**config.mk**
```make
export PLATFORM = sky130hd
export DESIGN_NAME = bffra_ctrl
export DESIGN_NICKNAME = d
export VERILOG_FILES = /design/src/hdl/bffra_pkg.sv /design/src/hdl/bffra_ctrl.sv
export SDC_FILE = /design/constraint.sdc
export NUM_CORES = 1
export LEC_CHECK = 0
export ABC_CLOCK_PERIOD_IN_PS = 2300
export BUFFER_PORTS_ARGS = -buffer_cell sky130_fd_sc_hd__buf_4
export CAP_MARGIN = 20
export CORE_AREA = 2 2 39 41
export CTS_BUF_LIST = sky130_fd_sc_hd__clkbuf_2 sky130_fd_sc_hd__clkbuf_4 sky130_fd_sc_hd__clkbuf_8
export DETAILED_ROUTE_END_ITERATION = 10
export DIE_AREA = 0 0 41 43
export HOLD_SLACK_MARGIN = 0.02
export PLACE_DENSITY = 0.74
export SLEW_MARGIN = 40
export SYNTH_ARGS = -nofsm -noshare
export SYNTH_HDL_FRONTEND = slang
export SYNTH_SLANG_ARGS = --single-unit
```
**constraint.sdc**
```tcl
create_clock -name clk -period 2.3 [get_ports clk]
set_clock_uncertainty 0.05 [all_clocks]
set_input_delay 0 -clock clk [delete_from_list [all_inputs] [get_ports clk]]
set_output_delay 0 -clock clk [all_outputs]
set_load 0.005 [all_outputs]
```
**src/hdl/bffra_pkg.sv**
```systemverilog
// ----------------------------------------------------------------------------
// bffra_pkg: shared types and constants of the first-fit run allocator
// Transfer payloads, register indexes, action codes, and the command and
// status groups that pass between the controller and the datapath.
// ----------------------------------------------------------------------------
package bffra_pkg;

	// default sizing
	localparam int NUM_BLOCKS_DEF      = 65536;
	localparam int MAP_SECTOR_BITS_DEF = 4096;

	// bitmap memory word
	localparam int WORD_BITS = 64;
	localparam int WORD_AW   = $clog2(WORD_BITS);

	// configuration register widths
	localparam int CFG_W = 17;
	localparam int TB_W  = 17;
	localparam int MS_W  = 5;

	// register indexes
	localparam logic [0:0] REG_TOTAL_BLOCKS = 1'b0;
	localparam logic [0:0] REG_MAP_SECTORS  = 1'b1;

	// request actions
	localparam logic [1:0] ACT_ALLOC = 2'd0;
	localparam logic [1:0] ACT_FREE  = 2'd1;
	localparam logic [1:0] ACT_MARK  = 2'd2;

	typedef struct packed {
		logic [1:0]  action;
		logic [15:0] first_block;
		logic [15:0] range_len;
	} req_t;

	typedef struct packed {
		logic        status;
		logic [15:0] run_start;
	} resp_t;

	// datapath operations
	typedef enum logic [3:0] {
		OP_IDLE,
		OP_CLEAR,
		OP_LOAD,
		OP_SCAN_SETUP,
		OP_SCAN_LOAD,
		OP_SCAN_STEP,
		OP_RANGE_SETUP,
		OP_RANGE_PRIME,
		OP_RANGE_STEP
	} op_t;

	typedef struct packed {
		op_t  op;
		logic out_load;
	} cmd_t;

	typedef struct packed {
		logic       clear_last;
		logic [1:0] action;
		logic       scan_early_fail;
		logic       scan_found;
		logic       scan_fail;
		logic       range_empty;
		logic       range_last;
	} sts_t;

	// controller states
	typedef enum logic [3:0] {
		ST_CLEAR,
		ST_IDLE,
		ST_DISPATCH,
		ST_SCAN_SETUP,
		ST_SCAN_LOAD,
		ST_SCAN,
		ST_RANGE_SETUP,
		ST_RANGE_PRIME,
		ST_RANGE,
		ST_DONE
	} state_t;

endpackage

```
**src/hdl/bffra_ctrl.sv**
```systemverilog
// ----------------------------------------------------------------------------
// bffra_ctrl: sequencing controller of the first-fit run allocator
// Runs the clearing pass after reset, takes one request at a time, steps the
// datapath through scan and range phases and hands the result to the output
// register.
// ----------------------------------------------------------------------------
module bffra_ctrl (
	input  logic            clk,
	input  logic            arst_n,
	input  logic            in_valid,
	output logic            in_ready,
	output logic            out_valid,
	input  logic            out_ready,
	output bffra_pkg::cmd_t cmd,
	input  bffra_pkg::sts_t sts
);
	import bffra_pkg::*;

	state_t state_q, state_d;
	logic   out_valid_q;

	// state register
	always_ff @(posedge clk or negedge arst_n) begin
		if (!arst_n)
			state_q <= ST_CLEAR;
		else
			state_q <= state_d;
	end

	// next state and commands
	always_comb begin
		state_d      = state_q;
		in_ready     = 1'b0;
		cmd.op       = OP_IDLE;
		cmd.out_load = 1'b0;
		unique case (state_q)
			ST_CLEAR: begin
				cmd.op = OP_CLEAR;
				if (sts.clear_last)
					state_d = ST_IDLE;
			end
			ST_IDLE: begin
				in_ready = 1'b1;
				if (in_valid) begin
					cmd.op  = OP_LOAD;
					state_d = ST_DISPATCH;
				end
			end
			ST_DISPATCH: begin
				case (sts.action) inside
					ACT_ALLOC:          state_d = ST_SCAN_SETUP;
					ACT_FREE, ACT_MARK: state_d = ST_RANGE_SETUP;
					default:            state_d = ST_DONE;
				endcase
			end
			ST_SCAN_SETUP: begin
				cmd.op  = OP_SCAN_SETUP;
				state_d = sts.scan_early_fail ? ST_DONE : ST_SCAN_LOAD;
			end
			ST_SCAN_LOAD: begin
				cmd.op  = OP_SCAN_LOAD;
				state_d = ST_SCAN;
			end
			ST_SCAN: begin
				cmd.op = OP_SCAN_STEP;
				if (sts.scan_found)
					state_d = ST_RANGE_PRIME;
				else if (sts.scan_fail)
					state_d = ST_DONE;
			end
			ST_RANGE_SETUP: begin
				cmd.op  = OP_RANGE_SETUP;
				state_d = ST_RANGE_PRIME;
			end
			ST_RANGE_PRIME: begin
				cmd.op  = OP_RANGE_PRIME;
				state_d = sts.range_empty ? ST_DONE : ST_RANGE;
			end
			ST_RANGE: begin
				cmd.op = OP_RANGE_STEP;
				if (sts.range_last)
					state_d = ST_DONE;
			end
			ST_DONE: begin
				if (!out_valid_q || out_ready) begin
					cmd.out_load = 1'b1;
					state_d      = ST_IDLE;
				end
			end
			default: state_d = ST_CLEAR;
		endcase
	end

	// output valid
	always_ff @(posedge clk or negedge arst_n) begin
		if (!arst_n)
			out_valid_q <= 1'b0;
		else if (cmd.out_load)
			out_valid_q <= 1'b1;
		else if (out_ready)
			out_valid_q <= 1'b0;
	end

	assign out_valid = out_valid_q;

`ifndef SYNTH
	a_accept_dispatch: assert property (@(posedge clk) disable iff (!arst_n)
		in_valid && in_ready |=> state_q == ST_DISPATCH)
		else $error("accepted request not dispatched");
	a_found_marks: assert property (@(posedge clk) disable iff (!arst_n)
		(state_q == ST_SCAN) && sts.scan_found |=> state_q == ST_RANGE_PRIME)
		else $error("found run not marked");
	a_load_shows: assert property (@(posedge clk) disable iff (!arst_n)
		cmd.out_load |=> out_valid)
		else $error("loaded result not presented");
	a_done_holds: assert property (@(posedge clk) disable iff (!arst_n)
		(state_q == ST_DONE) && out_valid && !out_ready |=> state_q == ST_DONE)
		else $error("result overwritten while stalled");
`endif

endmodule

```
==> results of run 1 <==
cell type report:
cell class	count	area [um2]
clock buffers	4	30.0
inverters	3	11.3
fillers	132	712
flip-flops and latches	5	125
multi-input cells	47	340
well taps	16	20.0
repair buffers	19	145
metrics by stage:
step | util | instances | cell area [um2]
after floorplan | - | 60 | 527
after global placement | 0.457 | 89 | 632
after detailed placement | 0.457 | 89 | 632
after CTS | 0.486 | 94 | 672
after global routing | 0.486 | 94 | 672
final | 0.486 | 94 | 672
kinds of logic (layout without fill, tap and decap cells):
group / count (synthesis) / in the layout
flops: 5 / 5
buf+inv: 8 / 26
xor+xnor: 1 / 1
compound gates: 16 / 16
fa+ha+maj: 2 / 2
simple gates: 24 / 24
mux: 4 / 4
worst max-delay path: stages (launching register included):
cell	delay, ps
sky130_fd_sc_hd__dfrtp_1	550
sky130_fd_sc_hd__nor2_1	320
sky130_fd_sc_hd__nor4b_1	310
sky130_fd_sc_hd__a31oi_1	80
sky130_fd_sc_hd__o21ai_1	130
path summary, 6_finish.rpt:
kind                               to  depth (start not counted)
min                         out_valid                          3
min reg2reg                 out_valid                          2
max reg2reg                state_q[0]                          4
min in group asynchronous  state_q[1]                          2
max                        state_q[0]                          4
max in group asynchronous  state_q[0]                          2
flip-flops by register name, indices dropped and copies added (netlist names):
signal	count
state_q	4
out_valid	1
layout by cell type, fill, tap and decap left out, drive strengths merged:
cell	count
nand3	3
a31oi	1
nor2b	1
nor4b	1
a21oi	2
nand4b	1
inv	3
buf	18
nor3	2
nor2	6
dfrtp	5
mux2	2
nor4	1
a32oi	1
o22ai	1
a211oi	1
a22oi	1
nand2	4
o21bai	1
and3	2
mux2i	2
o21ai	5
o31a	1
clkbuf	4
ha	2
dlygate4sd3	1
nand2b	3
a211o	1
xnor2	1
o21ba	1
metal layers:
| metal | global-route usage | up-vias | part of all wire |
|---|---|---|---|
| li1 | - | 256 | - |
| met4 | 0.0800 | 0 | 0.024 |
| met1 | 0.195 | 226 | 0.43 |
| met5 | 0 | - | 0 |
| met3 | 0.0314 | 2 | 0.045 |
| met2 | 0.225 | 14 | 0.50 |
power by group through the flow:
| stage | combinational (mW) | clock (mW) | sequential [mW] |
|---|---|---|---|
| floorplan | 0.408 | 0 | 0.150 |
| global placement | 0.422 | 0 | 0.232 |
| detailed placement | 0.422 | 0 | 0.233 |
| CTS | 0.427 | 0.121 | 0.231 |
| global route | 0.476 | 0.127 | 0.243 |
| finish | 0.425 | 0.119 | 0.231 |
==> results.md, run 1 <==
- Data on the critical path arrives at its endpoint at 1650 ps.
- The buffer count from post-CTS setup fixing is 0.
- Counting every instance in the synthesized netlist gives 60.
- The worst hold slack is 31.9 ps.
- VDD sags by at most 588 uV.
- By count the netlist is led by 5 x sky130_fd_sc_hd__dfrtp_1, 5 x sky130_fd_sc_hd__nor2_1, 4 x sky130_fd_sc_hd__buf_6, 4 x sky130_fd_sc_hd__nand2_1.
- The most instantiated flip-flop cell in the synthesis netlist is sky130_fd_sc_hd__dfrtp_1.
- Setup repair after global routing left no endpoint under its margin.
- Clock tree synthesis selected as its root buffer the cell sky130_fd_sc_hd__clkbuf_4.
- The net switching power is 340 uW.
- The number of gates resized after CTS was 0.
- Before antenna repair, the detailed router went through 4 iterations.
- The summed negative setup slack over all endpoints is 0 ps.
- For the pin with the worst max-slew slack, the measured transition is 547 ps.
- The routed via count is 498.
- The global-route usage over all layers is 0.151.
- At the worst endpoint, the required time is 2420 ps.
- The number of clock buffers added by TritonCTS is 3.
- The die span in x is 41 um.
- The top fanout value on the critical path is 13.
- The largest net degree at the start of global routing is 17.
- The floorplan step set the die height to 43 um.
- The setup slack after layout is 771 ps.
- The residual antenna-violating net count after detailed routing is 0.
- The number of distinct standard cells referenced by the synthesized netlist is 33.
- The share of the yosys chip area belonging to registers is 0.238.
- The reg-to-reg critical path startpoint is state_q[0].
- The number of sinks on the clock net is 5.
- The total power is 775 uW.
- For this run, design rule violations remaining after detail routing come to 0.
- The multiplexer share of the synthesized area is 0.0808.
- The synthesized-area fraction occupied by and/or/nand/nor cells is 0.283.
- The final RePlAce weighted congestion is 0.799.
- Summing every instance area after synthesis gives 527 um2.
- STA classifies the critical path endpoint as a register.
- The critical path starts at state_q[0].
- The die covers 1760 um2.
- The total number of yosys warnings is 0.
- The fraction of synthesis flops using an asynchronous set or reset pin is 1.00.
- The final number of hold-violating endpoints is 0.
- Counting flops with a built-in enable in the synthesized netlist gives 0.
- The area share of fa/ha/maj cells after synthesis is 0.0475.
- The number of maximum-capacitance violations is 0.
- The wire length of the first global-routing pass is 1830 um.
- The number of nets at the end of the flow is 93.
- Dividing total power by cell area gives a power density of 1150 nW/um2.
- The tightest min-delay check is of the in2reg type.
- The number of pins exceeding their max-slew limit in the final report was 0.
- After clock tree synthesis, the flow added hold-fix buffers numbering 1.
- The worst setup path is launched from a register.
- Clock-pin slew was measured on the worst setup and hold paths at 50 ps.
- The final clock period utilization by the worst path is 0.665.
- Summed over all nets, the half-perimeter wirelength after detailed placement is 829 um.
- The initial antenna violation count is 0.
- The area share of the largest cell type after synthesis is 0.238.
- The setup slack of the most critical reg-to-reg path is 770 ps.
- The internal power consumption is 434 uW.
- In the final routed layout, each cell accounts on average for 11.6 um.
- The sequential power share is 0.298.
- The clock latency on the worst-skew pair is 250 ps.
- Of all cell types, the one taking the most synthesized area is sky130_fd_sc_hd__dfrtp_1.
- After detailed routing, the number of vias per cell comes to 5.30.
- TritonCTS built the clock tree.
- The highest clock frequency the design can meet is 654 MHz.
- The site row count is 14.
- The repair_antennas step left the layout with diodes totalling 0.
- The run finished with clean final reports.
- The critical hold path startpoint is out_ready.
- The relative contribution of combinational cells to total power is 0.549.
- In the final layout, the share of cells above drive strength 1 is 0.372.
- Compared with the post-synthesis result, the final layout area differs by 27.6%.
- No sink is reached through more buffers than the 2 on the longest clock path.
- The pre-CTS setup slack is 830 ps.
- Setup violations remaining at the end of the flow were counted as 0.
- The shortest period the worst path allows is 1530 ps.
- CTS built an H-tree with a depth of 1.
- 19 I/O pins were placed.
- The total area inside the core boundary comes to 1380 um2.
- The mean instance size in the synthesized netlist is 8.78 um2.
- The share of power burned in the clock network is 0.153.
- The synthesized netlist net count is 74.
- By area, the combinational part of the netlist is dominated by simple AND/OR/NAND/NOR gates.
- The setup path with the least slack is of type reg2reg.
- Wires add up to 1090 um.
- The total overflow reported by the global router is 0.
- Yosys attributes the largest share of cell area to sky130_fd_sc_hd__dfrtp_1 24%, sky130_fd_sc_hd__buf_6 8.6%, sky130_fd_sc_hd__ha_1 4.8%.
- The count of buffers added on input and output ports is 18.
- The fraction of power spent switching nets is 0.439.
- For this design the static power due to leakage is 0.324 nW.
- The normalized max-slew margin is 0.635.
- The post-synthesis register bit count is 5.
- For this block, the initial DRC count from the detailed router was 5.
- The compound-cell area share of the yosys netlist is 0.219.
- The number of global-route vias before repair is 443.
- The parity-gate share of the synthesized area counting xor and xnor cells is 0.0166.
- The initial cell density of the core is 0.381.
Note: power is estimated with default switching activity, not from simulation.
==> run 2: changes to the inputs <==
--- a/config.mk
+++ b/config.mk
@@ -5,7 +5,7 @@
 export SDC_FILE = /design/constraint.sdc
 export NUM_CORES = 1
 export LEC_CHECK = 0
-export ABC_CLOCK_PERIOD_IN_PS = 2300
+export ABC_CLOCK_PERIOD_IN_PS = 1400
 export BUFFER_PORTS_ARGS = -buffer_cell sky130_fd_sc_hd__buf_4
 export CAP_MARGIN = 20
 export CORE_AREA = 2 2 39 41
@@ -13,7 +13,7 @@
 export DETAILED_ROUTE_END_ITERATION = 10
 export DIE_AREA = 0 0 41 43
 export HOLD_SLACK_MARGIN = 0.02
-export PLACE_DENSITY = 0.74
+export PLACE_DENSITY = 0.77
 export SLEW_MARGIN = 40
 export SYNTH_ARGS = -nofsm -noshare
 export SYNTH_HDL_FRONTEND = slang
==> constraint.sdc (replaced) <==
create_clock -name clk -period 1.4 [get_ports clk]
set_clock_uncertainty 0.05 [all_clocks]
set_input_delay 0 -clock clk [delete_from_list [all_inputs] [get_ports clk]]
set_output_delay 0 -clock clk [all_outputs]
set_load 0.005 [all_outputs]
==> results.md, run 2 (synthesis results as in run 1) <==
- The run finished with clean final reports.
- The worst setup path is of the reg2out kind.
- VDD sags by at most 872 uV.
- In this run, CTS created clock tree buffers numbering 3.
- The final routed DRC violation total is 0.
- The number of global-route vias before repair is 492.
- Dividing the final minimum period by the clock period gives 0.964.
- During I/O placement, the number of pins put on the boundary was 19.
- The number of sinks on the clock net is 5.
- The placed standard-cell area is 662 um2.
- The class of the most critical hold timing path is in2reg.
- The final RePlAce weighted congestion is 0.833.
- The initial antenna violation count is 0.
- For this configuration, the core starts out at a cell density of 0.381.
- The highest clock frequency the design can meet is 741 MHz.
- The CTS H-tree depth is 1.
- The residual antenna-violating net count after detailed routing is 0.
- The detailed-route wire length per cell is 12.5 um.
- The number of DRC markers after the initial detailed-route iteration is 16.
- The post-layout instance count excluding filler cells is 98.
- The worst path in the final design needs a cycle of 1350 ps, including I/O delays and setup.
- Leaving out fill and tap cells, the most frequent cells in the layout are 20 x sky130_fd_sc_hd__buf_4, 4 x sky130_fd_sc_hd__nand2_1, 4 x sky130_fd_sc_hd__nor2_1, 4 x sky130_fd_sc_hd__clkbuf_4, 4 x sky130_fd_sc_hd__dfrtp_2.
- The transition time at the pin with the least slew margin is 273 ps.
- The antenna diode count is 0.
- From bottom edge to top edge, the die measures 43 um.
- The die span in x is 41 um.
- More flip-flops sit in one register than any other, and that register is state_q.
- The power per standard cell area is 1910 nW/um2.
- The ratio of routed vias to standard cells is 5.45.
- The root buffer cell is sky130_fd_sc_hd__clkbuf_4.
- Setup repair after global routing could not meet its margin everywhere.
- STA classifies the critical path endpoint as a primary output.
- In the post-route analysis, the smallest setup slack over all paths is 51.1 ps.
- For this block, the routed nets add up to 1220 um of wire.
- The count of buffers added on input and output ports is 18.
- The die area is 1760 um2.
- The total overflow reported by the global router is 0.
- The routed via count is 534.
- The number of nets at the end of the flow is 97.
- The pre-CTS setup slack is -24.7 ps.
- The top fanout value on the critical path is 9.
- The normalized max-slew margin is 0.817.
- The pre-antenna-repair detailed-routing pass consisted of 4 iterations.
- Leaving out fill and tap cells, the most frequent cell in the layout is sky130_fd_sc_hd__buf_4.
- The global-route usage over all layers is 0.168.
- The total area inside the core boundary comes to 1380 um2.
- The number of pins exceeding their max-slew limit in the final report is 0.
- Row generation in the floorplan step produced 14 rows.
- The wire length of the first global-routing pass is 1970 um.
- The largest net degree at the start of global routing is 11.
- Post-CTS timing repair inserted 0 buffers for setup.
- Detailed placement finished with a half-perimeter wire length of 916 um.
- The post-layout instance area is 733 um2.
- Once placement completed, the tool counted placed cells totaling 93.
- The final number of hold-violating endpoints is 0.
- In the final layout, the share of cells above drive strength 1 is 0.488.
- Setup violations remaining at the end of the flow were counted as 0.
- The later pin in the worst-skew pair is clocked with a latency of 240 ps.
- The analysis attributes to cell leakage a power of 0.344 nW.
- The data arrival time of the critical path is 1300 ps.
- The data required time at the worst endpoint is 1350 ps.
- The number of maximum-capacitance violations is 0.
- The clock-pin slew reported for the worst setup and hold paths after clock tree synthesis is 40 ps.
- TritonCTS built the clock tree.
- The type of origin of the critical path is a register.
- From synthesis to final layout, the design area changed by 39.2%.
- The deepest clock path buffer count is 2.
- The number of flip-flops under the largest register name is 4.
-- run 2: cell types whose count changed in the layout (fill, tap and decap cells not counted), sizes merged --
cell / delta
buf: +4
-- run 2: what timing repair did --
action	in CTS	in global routing
hold endpoints to repair	5	0
pin swaps	0	0
gates resized for setup	3	7
endpoints found under the setup margin	4	6
hold buffers	1	0
-- run 2: where the power goes --
part	internal (mW)	leakage (nW)	total [mW]	switching (mW)
clock network	0.127	0.0184	0.188	0.0610
registers	0.213	0.0587	0.369	0.156
logic	0.461	0.267	0.845	0.384
-- run 2: cell type report --
| cell class | count | area [um2] |
|---|---|---|
| tap | 16 | 20.0 |
| clock buffer | 4 | 30.0 |
| fill | 136 | 651 |
| timing repair buffer | 23 | 183 |
| multi-input combinational | 47 | 359 |
| inverter | 3 | 11.3 |
| sequential | 5 | 130 |
-- run 2: per-layer routing --
layer,up-vias,part of all wire,track usage
met4,0,0.018,0.147
li1,262,-,-
met2,20,0.52,0.250
met1,250,0.41,0.198
met5,-,0,0
met3,2,0.047,0.0209
-- run 2: worst max-delay path, stage by stage (launching register included) --
cell	delay, ps
sky130_fd_sc_hd__dfrtp_2	450
sky130_fd_sc_hd__buf_6	170
sky130_fd_sc_hd__buf_6	100
sky130_fd_sc_hd__nand3_2	70
sky130_fd_sc_hd__nor2b_1	130
sky130_fd_sc_hd__buf_4	120
-- run 2: path summary, 6_finish.rpt --
| path | from | end | slack (ps) | cells past startpoint |
|---|---|---|---|---|
| min in group asynchronous | arst_n | state_q[3] | 50 | 2 |
| min reg2reg | out_valid | out_valid | 500 | 2 |
| max reg2reg | state_q[1] | state_q[0] | 80 | 4 |
| max | state_q[3] | cmd[0] | 50 | 5 |
| max in group asynchronous | arst_n | state_q[0] | 1130 | 2 |
| min | out_ready | out_valid | 40 | 3 |
-- run 2: metrics by stage --
stage | utilization | power (mW) | hold WS (ps) | setup TNS, ps
floorplan | - | 0.918 | -346 | 0
global placement | 0.478 | 1.13 | -246 | -34.9
detailed placement | 0.478 | 1.14 | -246 | -24.7
CTS | 0.511 | 1.36 | 28.4 | -8.92
global route | 0.530 | 1.51 | 43.3 | -24.2
finish | 0.530 | 1.40 | 37.1 | 0
==> run 3: changes to the inputs <==
--- a/config.mk
+++ b/config.mk
@@ -8,12 +8,11 @@
 export ABC_CLOCK_PERIOD_IN_PS = 1400
 export BUFFER_PORTS_ARGS = -buffer_cell sky130_fd_sc_hd__buf_4
 export CAP_MARGIN = 20
-export CORE_AREA = 2 2 39 41
+export CORE_UTILIZATION = 30
 export CTS_BUF_LIST = sky130_fd_sc_hd__clkbuf_2 sky130_fd_sc_hd__clkbuf_4 sky130_fd_sc_hd__clkbuf_8
 export DETAILED_ROUTE_END_ITERATION = 10
-export DIE_AREA = 0 0 41 43
 export HOLD_SLACK_MARGIN = 0.02
-export PLACE_DENSITY = 0.77
+export PLACE_DENSITY = 0.63
 export SLEW_MARGIN = 40
 export SYNTH_ARGS = -nofsm -noshare
 export SYNTH_HDL_FRONTEND = slang
==> results.md, run 3 (synthesis results as in run 1) <==
- The detailed-router iteration count before antenna repair is 4.
- The number of global-route vias before repair is 453.
- Detailed routing inserted a total of 542 vias.
- The CTS H-tree depth is 1.
- Dividing the detail-routed via count by the number of cells gives 5.31.
- The reg-to-reg critical path startpoint is state_q[1].
- The total of buffers placed on input and output ports is 18.
- Leaving out fill and tap cells, the most frequent cell in the layout is sky130_fd_sc_hd__buf_4.
- The number of flip-flops under the largest register name is 4.
- The longest clock path from root to sink contains 2 buffers.
- The critical-path cell with the highest stage delay is sky130_fd_sc_hd__dfrtp_2.
- Leaving out fill and tap cells, the most frequent cells in the layout are 26 x sky130_fd_sc_hd__buf_4, 4 x sky130_fd_sc_hd__nand2_1, 4 x sky130_fd_sc_hd__nor2_1, 4 x sky130_fd_sc_hd__clkbuf_4, 4 x sky130_fd_sc_hd__dfrtp_2.
- The detail route stage leaves a number of antenna-violating nets equal to 0.
- The number of pins exceeding their max-slew limit in the final report was 0.
- Dividing the detail-routed wire length by the instance count gives 13.0 um.
- The relative contribution of combinational cells to total power is 0.629.
- The signal on the critical path passes through nand2b_4, nor4_4, o21ba_1, o21ai_1.
- The post-layout utilization of the core is 0.476.
- The number of ports placed on the die boundary is 19.
- The die covers 1930 um2.
- The global-route layer with the greatest usage is met2.
- The initial antenna violation count is 0.
- The nature of the critical path endpoint is a register.
- The final number of hold-violating endpoints came to 0.
- The cell sitting at the root of the clock tree is a sky130_fd_sc_hd__clkbuf_4.
- The routed wire length is 1330 um.
- The data arrival time of the critical path is 1460 ps.
- The end of the worst register-to-register path is state_q[0].
- The critical path's top delay family is simple AND/OR/NAND/NOR gates.
- The most flop-heavy register is state_q.
- The number of DRC markers after the initial detailed-route iteration is 5.
- The highest clock frequency the design can meet is 738 MHz.
- The footprint of the multi-input gates is 354 um2.
- Relative to the synthesized area, the layout overhead comes to 42.5%.
- The core outline area is 1580 um2.
- After global routing the overflow that remains totals 0.
- The worst setup path is launched from a register.
- In this run, placement finished with an instance count of 94.
- The final RePlAce weighted congestion is 0.818.
- The worst setup path is of the reg2reg kind.
- In this run the vertical extent of the chip is 43.9 um.
- The number of buffers and inverters on the critical path is 0.
- The delay of the slowest critical-path stage is 460 ps.
- The floorplan step set the die width to 43.9 um.
- In this run the tightest slew margin relative to its limit is 0.816.
- The half-perimeter wire length after placement is 963 um.
- 0 antenna diodes ended up in the layout.
- The run finished with clean final reports.
- The floorplan has 14 rows.
- Fill cells in the final layout number 158.
- The number of nets at the end of the flow is 101.
- The worst register-to-register path has a depth of 4.
- The sequential power share is 0.246.
- Setup repair after global routing could not meet its margin everywhere.
- The final clock period utilization by the worst path is 0.968.
- The global-route usage over all layers is 0.139.
- TritonCTS created 3 clock buffers.
- The top fanout value on the critical path is 6.
- The transition time at the pin with the least slew margin is 274 ps.
- The share of power burned in the clock network is 0.125.
- The largest net degree at the start of global routing is 11.
- The routing usage on met1 is 0.189.
- The leakage power summed over all cells is 0.362 nW.
- The internal power consumption is 845 uW.
- The class of the most critical hold timing path is in2async.
- The storage element area is 130 um2.
- Clock latency on the worst-skew pair, taken at its later pin, is 240 ps.
- The wire length of the first global-routing pass is 2020 um.
- The fraction of power spent switching nets is 0.422.
- For this run, global-route usage on met2 was measured as 0.218.
- The fraction of final layout cells sized beyond drive strength 1 is 0.500.
- The clock net in this run drives a total of 5 sinks.
- At the worst endpoint, the required time is 1500 ps.
- The power per standard cell area is 1950 nW/um2.
- The setup slack of the most critical reg-to-reg path is 40 ps.
- The maximum vdd ir drop is 956 uV.
- The total power is 1.46 mW.
- Max-cap violations in this run came to 0.
- The finished layout holds 102 standard cells, fillers aside.
- The initial cell density of the core is 0.334.
- The met3 usage is 0.0375.
- TritonCTS built the clock tree.
- Setup violations remaining at the end of the flow were counted as 0.
- In this run the power spent charging and discharging nets is 616 uW.
- In the routed design, unresolved DRC markers number 0.
- The clock-pin slew reported for the worst setup and hold paths after clock tree synthesis is 40 ps.
- The pre-CTS setup slack is 17.3 ps.
- Once routing completed, OpenROAD measured the worst setup slack at 44.1 ps.
- The smallest clock period supported by the final layout is computed as 1360 ps.
## run 3: final cells by class
class | instances | area share
Clock buffer | 4 | 0.0400
Multi-Input combinational cell | 47 | 0.472
Sequential cell | 5 | 0.173
Tap cell | 16 | 0.0267
Inverter | 3 | 0.0150
Timing Repair Buffer | 27 | 0.273
## run 3: per-layer routing
| layer | up-vias | wire (um) |
|---|---|---|
| met5 | - | 0 |
| met4 | 0 | 0 |
| met3 | 0 | 48 |
| met2 | 14 | 670 |
| met1 | 262 | 610 |
| li1 | 266 | - |
## run 3: worst max-delay path by stage
stage                  to       start  depth (start not counted)
2_1_floorplan  state_q[2]  state_q[0]                          4
3_3_place_gp   state_q[0]  state_q[0]                          4
3_5_place_dp   state_q[0]  state_q[1]                          4
4_1_cts            cmd[0]  state_q[1]                          4
5_1_grt        state_q[0]  state_q[1]                          4
6_report       state_q[0]  state_q[1]                          4
## run 3: through the flow
step                instance area [um2]  hold WS [ps]  TNS, ps
finish                              751          50.9        0
global route                        751          50.0    -23.5
CTS                                 712          42.1        0
detailed placement                  669          -245        0
global placement                    669          -246    -1.73
floorplan                           527          -346        0
## run 3: repair_timing
| item | CTS | global route |
|---|---|---|
| setup endpoints to repair | 2 | 8 |
| gates resized for setup | 2 | 5 |
| hold endpoints to repair | 5 | 0 |
| buffers inserted | 0 | 3 |
| pin swaps | 0 | 2 |
| hold buffers | 1 | 0 |
## run 3: power by group through the flow
stage	logic [mW]	registers (mW)	clock network, mW
after detailed placement	0.830	0.345	0
final	0.919	0.360	0.182
after CTS	0.838	0.350	0.188
after floorplan	0.671	0.247	0
after global placement	0.830	0.345	0
after global routing	1.02	0.368	0.204
